==> config.mk <==
export PLATFORM = sky130hd
export DESIGN_NAME = key_value_packet_deframer_flat
export DESIGN_NICKNAME = d
export VERILOG_FILES = /design/src/hw/rtl/kvpd_pkg.sv /design/src/hw/rtl/kvpd_in_if.sv /design/src/hw/rtl/kvpd_res_if.sv /design/src/hw/rtl/key_value_packet_deframer.sv /design/src/hw/rtl/kvpd_cfg_regs.sv /design/src/hw/rtl/kvpd_core.sv /design/src/hw/rtl/kvpd_out_buf.sv /design/src/flat_wrapper.sv
export VERILOG_INCLUDE_DIRS = /design/src /design/src/hw/rtl
export SDC_FILE = /design/constraint.sdc
export NUM_CORES = 1
export LEC_CHECK = 0
export ABC_AREA = 1
export BUFFER_PORTS_ARGS = -buffer_cell sky130_fd_sc_hd__clkbuf_2
export CAP_MARGIN = 20
export CORE_MARGIN = 8
export CORE_UTILIZATION = 59
export DETAILED_ROUTE_END_ITERATION = 12
export PLACE_DENSITY = 0.91
export REMOVE_ABC_BUFFERS = 1
export SYNTH_ARGS = -nofsm -noshare
export SYNTH_HDL_FRONTEND = slang
export SYNTH_SLANG_ARGS = --single-unit
export TNS_END_PERCENT = 1
==> constraint.sdc <==
create_clock -name i_clk -period 6.3 [get_ports i_clk]
set_input_delay 0 -clock i_clk [delete_from_list [all_inputs] [get_ports i_clk]]
set_output_delay 0 -clock i_clk [all_outputs]
set_load 0.05 [all_outputs]
==> src/hw/rtl/key_value_packet_deframer_assert.svh <==
// Assertion helpers for the deframer.
`ifndef KEY_VALUE_PACKET_DEFRAMER_ASSERT_SVH
`define KEY_VALUE_PACKET_DEFRAMER_ASSERT_SVH

// Same-cycle implication, checked out of reset.
`define KVPD_ASSERT_NOW(lbl, ante, cons) \
    lbl: assert property (@(posedge i_clk) disable iff (!i_rst_n) (ante) |-> (cons)) \
        else $error("kvpd assertion failed");

// Next-cycle implication, checked out of reset.
`define KVPD_ASSERT_NEXT(lbl, ante, cons) \
    lbl: assert property (@(posedge i_clk) disable iff (!i_rst_n) (ante) |=> (cons)) \
        else $error("kvpd assertion failed");

`endif

==> src/hw/rtl/kvpd_pkg.sv <==
`default_nettype none
package kvpd_pkg;

    localparam int BYTE_W = 8;
    localparam int KIND_W = 3;
    localparam int CFG_IDX_W = 2;

    typedef enum logic [KIND_W-1:0] {
        KIND_NAME      = 3'd0,
        KIND_KEY       = 3'd1,
        KIND_VALUE     = 3'd2,
        KIND_KEY_END   = 3'd3,
        KIND_VALUE_END = 3'd4,
        KIND_ACCEPT    = 3'd5,
        KIND_REJECT    = 3'd6
    } t_kind;

    typedef enum logic [1:0] {
        PH_NAME   = 2'd0,
        PH_TOKENS = 2'd1,
        PH_CHECK  = 2'd2
    } t_phase;

    localparam logic [CFG_IDX_W-1:0] CFG_START      = 2'd0;
    localparam logic [CFG_IDX_W-1:0] CFG_DELIM      = 2'd1;
    localparam logic [CFG_IDX_W-1:0] CFG_TOKENS_END = 2'd2;
    localparam logic [CFG_IDX_W-1:0] CFG_FRAME_END  = 2'd3;

    localparam logic [BYTE_W-1:0] START_RST      = 8'd58;
    localparam logic [BYTE_W-1:0] DELIM_RST      = 8'd44;
    localparam logic [BYTE_W-1:0] TOKENS_END_RST = 8'd59;
    localparam logic [BYTE_W-1:0] FRAME_END_RST  = 8'd10;

    typedef struct packed {
        logic [BYTE_W-1:0] start_marker;
        logic [BYTE_W-1:0] delimiter_marker;
        logic [BYTE_W-1:0] tokens_end_marker;
        logic [BYTE_W-1:0] frame_end_marker;
    } t_cfg;

    typedef struct packed {
        t_kind             kind;
        logic [BYTE_W-1:0] char_out;
        logic [BYTE_W-1:0] computed_sum;
    } t_res;

    typedef struct packed {
        logic              in_valid;
        t_phase            phase;
        logic              expect_key;
        logic [BYTE_W-1:0] running_sum;
    } t_stat;

endpackage
`default_nettype wire

==> src/hw/rtl/kvpd_in_if.sv <==
`default_nettype none
interface kvpd_in_if;
    logic       valid;
    logic       ready;
    logic [7:0] rx_byte;

    modport source (output valid, output rx_byte, input ready);
    modport sink (input valid, input rx_byte, output ready);
endinterface
`default_nettype wire

==> src/hw/rtl/kvpd_res_if.sv <==
`default_nettype none
interface kvpd_res_if;
    logic       valid;
    logic       ready;
    logic [2:0] kind;
    logic [7:0] char_out;
    logic [7:0] computed_sum;

    modport source (output valid, output kind, output char_out, output computed_sum,
                    input ready);
    modport sink (input valid, input kind, input char_out, input computed_sum,
                  output ready);
endinterface
`default_nettype wire

==> src/hw/rtl/key_value_packet_deframer.sv <==
// Key/value packet deframer.
// i_rx carries one received byte per word (valid/ready). o_res carries one tagged
// result word: kind (name/key/value char, key end, value end, accepted, rejected),
// char_out for character kinds and computed_sum for accepted/rejected.
// Marker bytes are set through i_cfg_we/i_cfg_idx/i_cfg_wdata; the user must write
// them only while idle, as the block itself does not enforce it. Bytes that produce
// no result (frame end, start marker in the name phase) are consumed silently.
// A byte taken into the input register is parsed from there and loaded into the
// result register, and its result shows on o_res from then on.
// Throughput: one byte per cycle unless a result waits on a stalled receiver;
// the parse is a compare and XOR against the held state, combinational from it.
// Reset empties both registers, puts the parser in the name phase with an empty
// checksum and restores the default markers.
// When the receiver stalls, the result register holds; the input register keeps
// taking bytes that make no result, and i_rx.ready drops once a byte with a
// result is waiting behind the held word.
`default_nettype none
module key_value_packet_deframer (
    input  wire logic                           i_clk,
    input  wire logic                           i_rst_n,
    input  wire logic                           i_cfg_we,
    input  wire logic [kvpd_pkg::CFG_IDX_W-1:0] i_cfg_idx,
    input  wire logic [kvpd_pkg::BYTE_W-1:0]    i_cfg_wdata,
    kvpd_in_if.sink                             i_rx,
    kvpd_res_if.source                          o_res
);
    import kvpd_pkg::*;

    `include "key_value_packet_deframer_assert.svh"

    t_cfg  cfg;
    t_res  core_res;
    logic  core_valid;
    logic  buf_ready;
    t_stat stat;
    logic  res_is_char;
    logic  res_is_verdict;
    logic  check_load;

    kvpd_cfg_regs u_cfg (
        .i_clk      (i_clk),
        .i_rst_n    (i_rst_n),
        .i_cfg_we   (i_cfg_we),
        .i_cfg_idx  (i_cfg_idx),
        .i_cfg_wdata(i_cfg_wdata),
        .o_cfg      (cfg)
    );

    kvpd_core u_core (
        .i_clk      (i_clk),
        .i_rst_n    (i_rst_n),
        .i_rx       (i_rx),
        .i_cfg      (cfg),
        .o_res_valid(core_valid),
        .o_res      (core_res),
        .i_res_ready(buf_ready),
        .o_stat     (stat)
    );

    kvpd_out_buf u_out (
        .i_clk  (i_clk),
        .i_rst_n(i_rst_n),
        .i_valid(core_valid),
        .i_res  (core_res),
        .o_ready(buf_ready),
        .o_res  (o_res)
    );

    assign res_is_char    = o_res.kind == KIND_NAME || o_res.kind == KIND_KEY ||
                            o_res.kind == KIND_VALUE;
    assign res_is_verdict = o_res.kind == KIND_ACCEPT || o_res.kind == KIND_REJECT;
    assign check_load     = core_valid && buf_ready && stat.phase == PH_CHECK;

    `KVPD_ASSERT_NOW(a_name_sum_clear, stat.phase == PH_NAME, stat.running_sum == '0)
    `KVPD_ASSERT_NOW(a_stall_has_word, !i_rx.ready, stat.in_valid && core_valid)
    `KVPD_ASSERT_NOW(a_char_no_sum, o_res.valid && res_is_char, o_res.computed_sum == '0)
    `KVPD_ASSERT_NEXT(a_check_to_name, check_load, o_res.valid && res_is_verdict)
endmodule
`default_nettype wire

==> src/hw/rtl/kvpd_cfg_regs.sv <==
`default_nettype none
module kvpd_cfg_regs (
    input  wire logic                           i_clk,
    input  wire logic                           i_rst_n,
    input  wire logic                           i_cfg_we,
    input  wire logic [kvpd_pkg::CFG_IDX_W-1:0] i_cfg_idx,
    input  wire logic [kvpd_pkg::BYTE_W-1:0]    i_cfg_wdata,
    output kvpd_pkg::t_cfg                      o_cfg
);
    import kvpd_pkg::*;

    t_cfg r_cfg;

    always_ff @(posedge i_clk) begin
        if (!i_rst_n) begin
            r_cfg.start_marker      <= START_RST;
            r_cfg.delimiter_marker  <= DELIM_RST;
            r_cfg.tokens_end_marker <= TOKENS_END_RST;
            r_cfg.frame_end_marker  <= FRAME_END_RST;
        end else if (i_cfg_we) begin
            case (i_cfg_idx)
                CFG_START:      r_cfg.start_marker      <= i_cfg_wdata;
                CFG_DELIM:      r_cfg.delimiter_marker  <= i_cfg_wdata;
                CFG_TOKENS_END: r_cfg.tokens_end_marker <= i_cfg_wdata;
                CFG_FRAME_END:  r_cfg.frame_end_marker  <= i_cfg_wdata;
                default: begin
                end
            endcase
        end
    end

    assign o_cfg = r_cfg;
endmodule
`default_nettype wire

==> src/hw/rtl/kvpd_core.sv <==
`default_nettype none
module kvpd_core (
    input  wire logic            i_clk,
    input  wire logic            i_rst_n,
    kvpd_in_if.sink              i_rx,
    input  wire kvpd_pkg::t_cfg  i_cfg,
    output logic                 o_res_valid,
    output kvpd_pkg::t_res       o_res,
    input  wire logic            i_res_ready,
    output kvpd_pkg::t_stat      o_stat
);
    import kvpd_pkg::*;

    logic              r_in_valid;
    logic [BYTE_W-1:0] r_byte;
    t_phase            r_phase;
    t_phase            n_phase;
    logic              r_key;
    logic              n_key;
    logic [BYTE_W-1:0] r_sum;
    logic [BYTE_W-1:0] n_sum;
    logic              emit;
    logic              advance;
    t_res              res;

    always_comb begin
        n_phase = r_phase;
        n_key   = r_key;
        n_sum   = r_sum;
        emit    = 1'b0;
        res     = '{kind: KIND_NAME, char_out: '0, computed_sum: '0};
        if (r_byte != i_cfg.frame_end_marker) begin
            case (r_phase)
                PH_TOKENS: begin
                    emit = 1'b1;
                    if (r_byte == i_cfg.tokens_end_marker) begin
                        n_phase  = PH_CHECK;
                        res.kind = KIND_VALUE_END;
                    end else if (r_byte == i_cfg.delimiter_marker) begin
                        res.kind = r_key ? KIND_KEY_END : KIND_VALUE_END;
                        n_key    = ~r_key;
                    end else begin
                        n_sum        = r_sum ^ r_byte;
                        res.kind     = r_key ? KIND_KEY : KIND_VALUE;
                        res.char_out = r_byte;
                    end
                end
                PH_CHECK: begin
                    emit             = 1'b1;
                    res.kind         = (r_byte == r_sum) ? KIND_ACCEPT : KIND_REJECT;
                    res.computed_sum = r_sum;
                    n_phase          = PH_NAME;
                    n_key            = 1'b1;
                    n_sum            = '0;
                end
                default: begin
                    if (r_byte == i_cfg.start_marker) begin
                        n_phase = PH_TOKENS;
                        n_key   = 1'b1;
                        n_sum   = '0;
                    end else begin
                        n_phase      = PH_NAME;
                        emit         = 1'b1;
                        res.char_out = r_byte;
                    end
                end
            endcase
        end
    end

    assign advance     = r_in_valid && (!emit || i_res_ready);
    assign i_rx.ready  = !r_in_valid || advance;
    assign o_res_valid = r_in_valid && emit;
    assign o_res       = res;

    always_ff @(posedge i_clk) begin
        if (!i_rst_n) begin
            r_in_valid <= 1'b0;
            r_phase    <= PH_NAME;
            r_key      <= 1'b1;
            r_sum      <= '0;
        end else begin
            if (advance) begin
                r_phase <= n_phase;
                r_key   <= n_key;
                r_sum   <= n_sum;
            end
            if (i_rx.ready) begin
                r_in_valid <= i_rx.valid;
            end
        end
    end

    always_ff @(posedge i_clk) begin
        if (i_rx.valid && i_rx.ready) begin
            r_byte <= i_rx.rx_byte;
        end
    end

    assign o_stat = '{in_valid: r_in_valid, phase: r_phase, expect_key: r_key,
                      running_sum: r_sum};
endmodule
`default_nettype wire

==> src/hw/rtl/kvpd_out_buf.sv <==
`default_nettype none
module kvpd_out_buf (
    input  wire logic           i_clk,
    input  wire logic           i_rst_n,
    input  wire logic           i_valid,
    input  wire kvpd_pkg::t_res i_res,
    output logic                o_ready,
    kvpd_res_if.source          o_res
);
    import kvpd_pkg::*;

    logic r_valid;
    t_res r_res;

    assign o_ready = !r_valid || o_res.ready;

    always_ff @(posedge i_clk) begin
        if (!i_rst_n) begin
            r_valid <= 1'b0;
        end else if (o_ready) begin
            r_valid <= i_valid;
        end
    end

    always_ff @(posedge i_clk) begin
        if (o_ready && i_valid) begin
            r_res <= i_res;
        end
    end

    assign o_res.valid        = r_valid;
    assign o_res.kind         = r_res.kind;
    assign o_res.char_out     = r_res.char_out;
    assign o_res.computed_sum = r_res.computed_sum;
endmodule
`default_nettype wire

==> src/flat_wrapper.sv <==
// flat-port wrapper written by rule: the top's interface ports become plain ports
module key_value_packet_deframer_flat import kvpd_pkg::*;
  (i_clk, i_rst_n, i_cfg_we, i_cfg_idx, i_cfg_wdata, i_rx_valid, i_rx_rx_byte, i_rx_ready, o_res_valid, o_res_kind, o_res_char_out, o_res_computed_sum, o_res_ready);
  kvpd_in_if i_rx_i ();
  kvpd_res_if o_res_i ();
  input  wire logic i_clk;
  input  wire logic i_rst_n;
  input  wire logic i_cfg_we;
  input  wire logic [kvpd_pkg::CFG_IDX_W-1:0] i_cfg_idx;
  input  wire logic [kvpd_pkg::BYTE_W-1:0] i_cfg_wdata;
  input wire logic [$bits(i_rx_i.valid)-1:0] i_rx_valid;
  input wire logic [$bits(i_rx_i.rx_byte)-1:0] i_rx_rx_byte;
  output wire logic [$bits(i_rx_i.ready)-1:0] i_rx_ready;
  output wire logic [$bits(o_res_i.valid)-1:0] o_res_valid;
  output wire logic [$bits(o_res_i.kind)-1:0] o_res_kind;
  output wire logic [$bits(o_res_i.char_out)-1:0] o_res_char_out;
  output wire logic [$bits(o_res_i.computed_sum)-1:0] o_res_computed_sum;
  input wire logic [$bits(o_res_i.ready)-1:0] o_res_ready;
  assign i_rx_i.valid = i_rx_valid;
  assign i_rx_i.rx_byte = i_rx_rx_byte;
  assign i_rx_ready = i_rx_i.ready;
  assign o_res_valid = o_res_i.valid;
  assign o_res_kind = o_res_i.kind;
  assign o_res_char_out = o_res_i.char_out;
  assign o_res_computed_sum = o_res_i.computed_sum;
  assign o_res_i.ready = o_res_ready;
  key_value_packet_deframer u_core (.i_clk(i_clk), .i_rst_n(i_rst_n), .i_cfg_we(i_cfg_we), .i_cfg_idx(i_cfg_idx), .i_cfg_wdata(i_cfg_wdata), .i_rx(i_rx_i), .o_res(o_res_i));
endmodule
## Word-level counts from Yosys, hierarchy flattened

Index checks and enable logic that the tools add are counted.

| word-level totals | value |
|---|---|
| bits of input ports | 23 |
| logic and storage cells | 74 |
| bits in registers | 72 |
| output and inout port bits | 21 |

| cells by class | value |
|---|---|
| bitwise gates (word level) | 2 |
| multiplexer cells | 24 |
| equality and inequality tests | 14 |
| reductions and logical operators | 21 |

Operators with widths:

| kind | count |
|---|---|
| 8-bit 2-to-1 mux | 6 |
| 8-bit equality test | 4 |
| 8-bit case mux with 2 select lines | 2 |
| 2-bit AND reduction | 5 |
| 5-bit AND reduction | 2 |
| 3-bit 2-to-1 mux | 3 |
| 2-bit inequality test, second input constant | 4 |
| 8-bit inequality test | 1 |
| 8-bit XOR | 1 |
| 1-bit 2-to-1 mux | 7 |
| 2-bit equality test, second input constant | 3 |
| 2-bit 2-to-1 mux | 3 |
| 3-bit case mux with 2 select lines | 1 |
| 2-bit by 1-bit equality test with 1-bit output, second input constant | 2 |
| 1-bit logical AND | 4 |
| 2-bit case mux with 2 select lines | 1 |
| 1-bit logical NOT | 3 |
| 1-bit logical OR | 3 |
| 3-bit AND reduction | 1 |
| 3-bit nonzero test | 1 |
| 2-bit logical NOT | 1 |
| 1-bit case mux with 2 select lines | 1 |
| 2-bit OR reduction | 1 |
| 1-bit inverter | 1 |

## Logic depth before layout (Yosys ltp)

| logic depth | value |
|---|---|
| depth after elaboration | 9 |
| depth in mapped cells | 14 |

## By module

Synthesis repeated with hierarchy kept, for this count alone.

| unflattened totals | value |
|---|---|
| cell total of the unflattened synthesis | 472 |
| area total of the unflattened synthesis | 3739.8 um^2 |

By module, submodules not included:

| module | area each (um^2) | seq. area each (um^2) | instances | cells each |
|---|---|---|---|---|
| kvpd_core | 1750.4 | 480.5 | 1 | 263 |
| kvpd_cfg_regs | 1367.6 | 640.6 | 1 | 183 |
| kvpd_out_buf | 621.8 | 590.6 | 1 | 26 |

## Worst setup path before layout

Ideal clock, no wire load.

| timing | value |
|---|---|
| path kind | register to register |
| from | register u_core.u_core.r_byte[4] |
| to | register u_core.u_out.r_res, in the netlist u_core.u_out.o_res.char_out[0] (enable) |
| data arrival time | 2584 ps |
| setup slack | 3290 ps |
| cell stages (with the launch flop) | 8 |
| cell sequence | edfxtp_1 > inv_1 > nand2_1 > nand4_1 > nor2_2 > nand2_2 > nand2_1 > nor3b_1 |

| on the way | value |
|---|---|
| longest elaborated chain between the ends | 6 |
| elaborated cells on any way between the ends | 7 |
| those cells by class | 2 x eq/ne; 3 x mux; 2 x reduce/logical |

RTL lines:

| element | RTL line | RTL |
|---|---|---|
| start, declared | kvpd_core.sv:15 | `logic [BYTE_W-1:0] r_byte;` |
| start signal, assigned | kvpd_core.sv:96 | `r_byte <= i_rx.rx_byte;` |
| 8-bit equality test | kvpd_core.sv:57 | `if (r_byte == i_cfg.start_marker) begin` |
| 1-bit 2-to-1 mux | kvpd_core.sv:57 |  |
| 1-bit 2-to-1 mux | kvpd_core.sv:33 | `case (r_phase)` |
| 1-bit 2-to-1 mux (*) | kvpd_core.sv:32 | `if (r_byte != i_cfg.frame_end_marker) begin` |
| 1-bit logical AND (*) | kvpd_core.sv:73 | `assign o_res_valid = r_in_valid && emit;` |
| 1-bit logical AND (*) | n/a |  |
| end signal, assigned | kvpd_out_buf.sv:27 | `r_res <= i_res;` |
| end, declared | kvpd_out_buf.sv:13 | `t_res r_res;` |

Every way passes the cells marked *; elsewhere a longest branch is shown, timed or not.
A chain may end at the register's enable or synchronous reset.

## Final worst setup path

| timing | value |
|---|---|
| from | register u_core.u_core.r_byte[1] |
| to | register u_core.u_out.r_valid (netlist: u_core.u_out.o_res.valid) |

| on the way | value |
|---|---|
| longest elaborated chain between the ends | 5 |
| elaborated cells on any way between the ends | 6 |
| those cells by class | 2 x eq/ne; 3 x mux; 1 x reduce/logical |

RTL lines:

| element | RTL line | RTL |
|---|---|---|
| 8-bit equality test | kvpd_core.sv:57 |  |
| 1-bit 2-to-1 mux | kvpd_core.sv:57 |  |
| 1-bit 2-to-1 mux | kvpd_core.sv:33 |  |
| 1-bit 2-to-1 mux (*) | kvpd_core.sv:32 |  |
| 1-bit logical AND (*) | kvpd_core.sv:73 |  |
| end signal, assigned | kvpd_out_buf.sv:21 | `r_valid <= i_valid;` |
| end, declared | kvpd_out_buf.sv:12 | `logic r_valid;` |

Marks and branches as above.

==> flow_summary.ini <==
[final_layout]
layout.nets = 494
drive_gt1_share_pct = 19.03
fin_util_pct = 72.85
ff_latch_area_um2 = 1712
n_fill_cell = 409
insertedDiodeCount = 0
multi_input_comb_area_um2 = 1466
syn_to_final_growth_pct = 17.91

[setup_path]
reg2reg_to = u_core.u_out.o_res.valid
worstPathArrival_ps = 2380
crit_fanout = 20
cp.required_ps = 6540
worstSetupEndpointType = flop
rrSetupSlack_ps = 4170
start_kind = flop
worstSetupPathType = flop to flop
worstRegToRegCells = 10
r2r_start = u_core.u_core.r_byte[1]

[sta]
max_freq_ghz = 0.4690
hold_viol = 0
timing.hold.ws_ps = 48.79
max_slew_margin_pct = 44.58
finalCritPeriodShare_pct = 33.84
tightestPinTransition_ps = 831.3
rsz0062_at_grt = false
slew_viol_final = 0
skew_ps = 6.875
setup_viol = 0
fin_crit_ps = 2132
tns_ps = 0

[synth]
synthArstFlopShare_pct = 0
synth_top_area_cell = dfxtp_1
yosysTopAreaCellShare_pct = 26.32
synth_seq_area_share_pct = 50.00
ys_top_cells_by_count = 98 x nand2_1, 45 x dfxtp_1, 45 x nor2_1
synth_edf_count = 27
ys.warnings.count = 0
ys_ff_latch = 72
ys_types = 32
avgSynthCellArea_um2 = 8.329
post-synth-top-count-cell = nand2_1
syn-cell-area_um2 = 3423
ys.flop_type = dfxtp_1
synth.area.top_cells = dfxtp_1 26%, edfxtp_1 24%, nand2_1 11%
syn_inst = 411

[global_routing]
gr-total-overflow = 0
antenna_found_initial = 0
grt_first_pass_wirelength_um = 13010
grt_pass1_vias = 2727
grt_usage_pct = 19.41
grt_max_degree = 46

[flow_run]
max_cap_violations = 0

[floorplan]
ioPinCount = 44
start_util_pct = 61.79
placementRows = 27
coreArea_um2 = 5540
die-area_um2 = 8495
die_x_um = 92.17
fp.dieH_um = 92.17

[clock_network]
cts_setup_buffers = 0
cts_buffers = 9
cts_buffer_depth = 2
cts_hold_buf = 17
cts-root-buf = clkbuf_8
cts.repair.resized = 0
clk-insertion-delay-late_ps = 350
clock-sinks = 72
cts.htree.levels = 3
cts_tree = done
path_clk_slew_ps = 70

[worst_hold_path]
hp-start = i_cfg_idx[1]
hold_path.class = primary input to flop
holdPathStages = 4
hold_path_end = u_core.u_cfg.o_cfg[27]

[placed_design]
routabilityCongestion = 0.9282
portBuffers = 43
dp.final_hpwl_um = 5688

[routing]
via_count = 2866
wl_um = 7970
avgRoutedWirePerCell_um = 14.62
drc_errors = 0
drtIter0Drc = 223
ant_nets = 0
viasPerCell = 5.259
dr.pass1.iters = 4

[pwr]
internal-power_mw = 0.7821
p_clk_share_pct = 36.3
p_seq_share_pct = 49.5
p_sw_share_pct = 26.99
leakage_nw = 1.771
power_density_nw_per_um2 = 265.4
ir_worst_vdd_mv = 0.1527
switchingPower_mw = 0.2891
p_comb_share_pct = 14.2

[status]
outcome = completed
[power by group through the flow]
stage               logic, mW  registers, mW  clock network (mW)
finish                  0.152          0.530               0.389
global route            0.168          0.532               0.414
CTS                     0.152          0.529               0.394
detailed placement      0.142          0.540                   0
global placement        0.139          0.539                   0
floorplan              0.0818          0.556                   0
[kinds of logic (layout without fill, tap and decap cells)]
logic type / Yosys count / after routing / synth area share (%)
buffers and inverters: 59 / 121 / 7.310
flip-flops: 72 / 72 / 50.00
AO/OA/AOI/OAI: 40 / 40 / 6.506
AND/OR/NAND/NOR: 212 / 212 / 28.69
adder cells (fa/ha/maj): 3 / 3 / 1.097
XOR/XNOR: 25 / 25 / 6.396
[how the worst max path moves through the flow]
stage                                        from                             end  slack [ps]  cells after the start
after detailed placement  u_core.u_core.r_byte[1]        u_core.u_out.o_res.valid        4190                     10
after global routing      u_core.u_core.r_byte[1]        u_core.u_out.o_res.valid        4020                     10
after global placement    u_core.u_core.r_byte[1]        u_core.u_out.o_res.valid        4270                     10
after floorplan           u_core.u_core.r_byte[1]  u_core.u_out.o_res.char_out[0]        3260                      6
after CTS                 u_core.u_core.r_byte[1]        u_core.u_out.o_res.valid        4180                     10
final                     u_core.u_core.r_byte[1]        u_core.u_out.o_res.valid        4170                     10
[sequential cells by signal, indices dropped and copies added, names as in the netlist]
register                         count
u_core.u_core.r_byte                 8
u_core.u_core.r_key                  1
u_core.u_out.o_res.kind              3
u_core.u_core.r_in_valid             1
u_core.u_out.o_res.valid             1
u_core.u_out.o_res.computed_sum      8
u_core.u_out.o_res.char_out          8
u_core.u_cfg.o_cfg                  32
u_core.u_core.r_sum                  8
u_core.u_core.r_phase                2
[per-layer routing]
layer / global-route usage [%] / routed length, um
met1: 23.56 / 3441
met5: 0 / 0
met3: 3.993 / 560
met4: 9.799 / 172
met2: 31.88 / 3795
[through the flow]
stage / power, mW / instances / instance area [um2] / worst slack [ps]
global placement: 0.6776 / 512 / 3656 / 4268
floorplan: 0.6377 / 396 / 3338 / 3265
global route: 1.114 / 545 / 4036 / 4018
finish: 1.071 / 545 / 4036 / 4168
CTS: 1.075 / 545 / 4036 / 4177
detailed placement: 0.6819 / 512 / 3656 / 4193
[cell usage in the layout, fill, tap and decap left out, drive strengths merged]
cell	instances
clkbuf	52
xnor2	17
xor2	8
clkinv	4
nand2	102
nor3b	2
dfxtp	45
o211ai	5
o21a	1
inv	44
clkinvlp	1
ha	3
or2	4
dlygate4sd3	17
a21oi	11
o21ai	20
nand4	8
nor4	2
buf	1
nor3	12
nor2	62
a21boi	1
edfxtp	27
bufinv	2
o21bai	2
nand3	20
[worst max-delay path, cell delays in order (launching register included)]
cell	delay, ps
edfxtp_1	590
inv_2	130
nand2_1	60
nand2_1	50
nand2_1	40
nor2_1	180
nand3_1	190
nand2_1	280
nor3b_2	80
buf_4	230
o21a_1	190
[final cells by class]
cell class	instances	share of cell area, %
multi-input combinational	280	36.33
sequential	72	42.41
clock inverter	7	2.139
tap	72	2.232
timing repair buffer	61	9.733
clock buffer	9	3.069
inverter	44	4.092
Note: power is estimated with default switching activity, not from simulation.
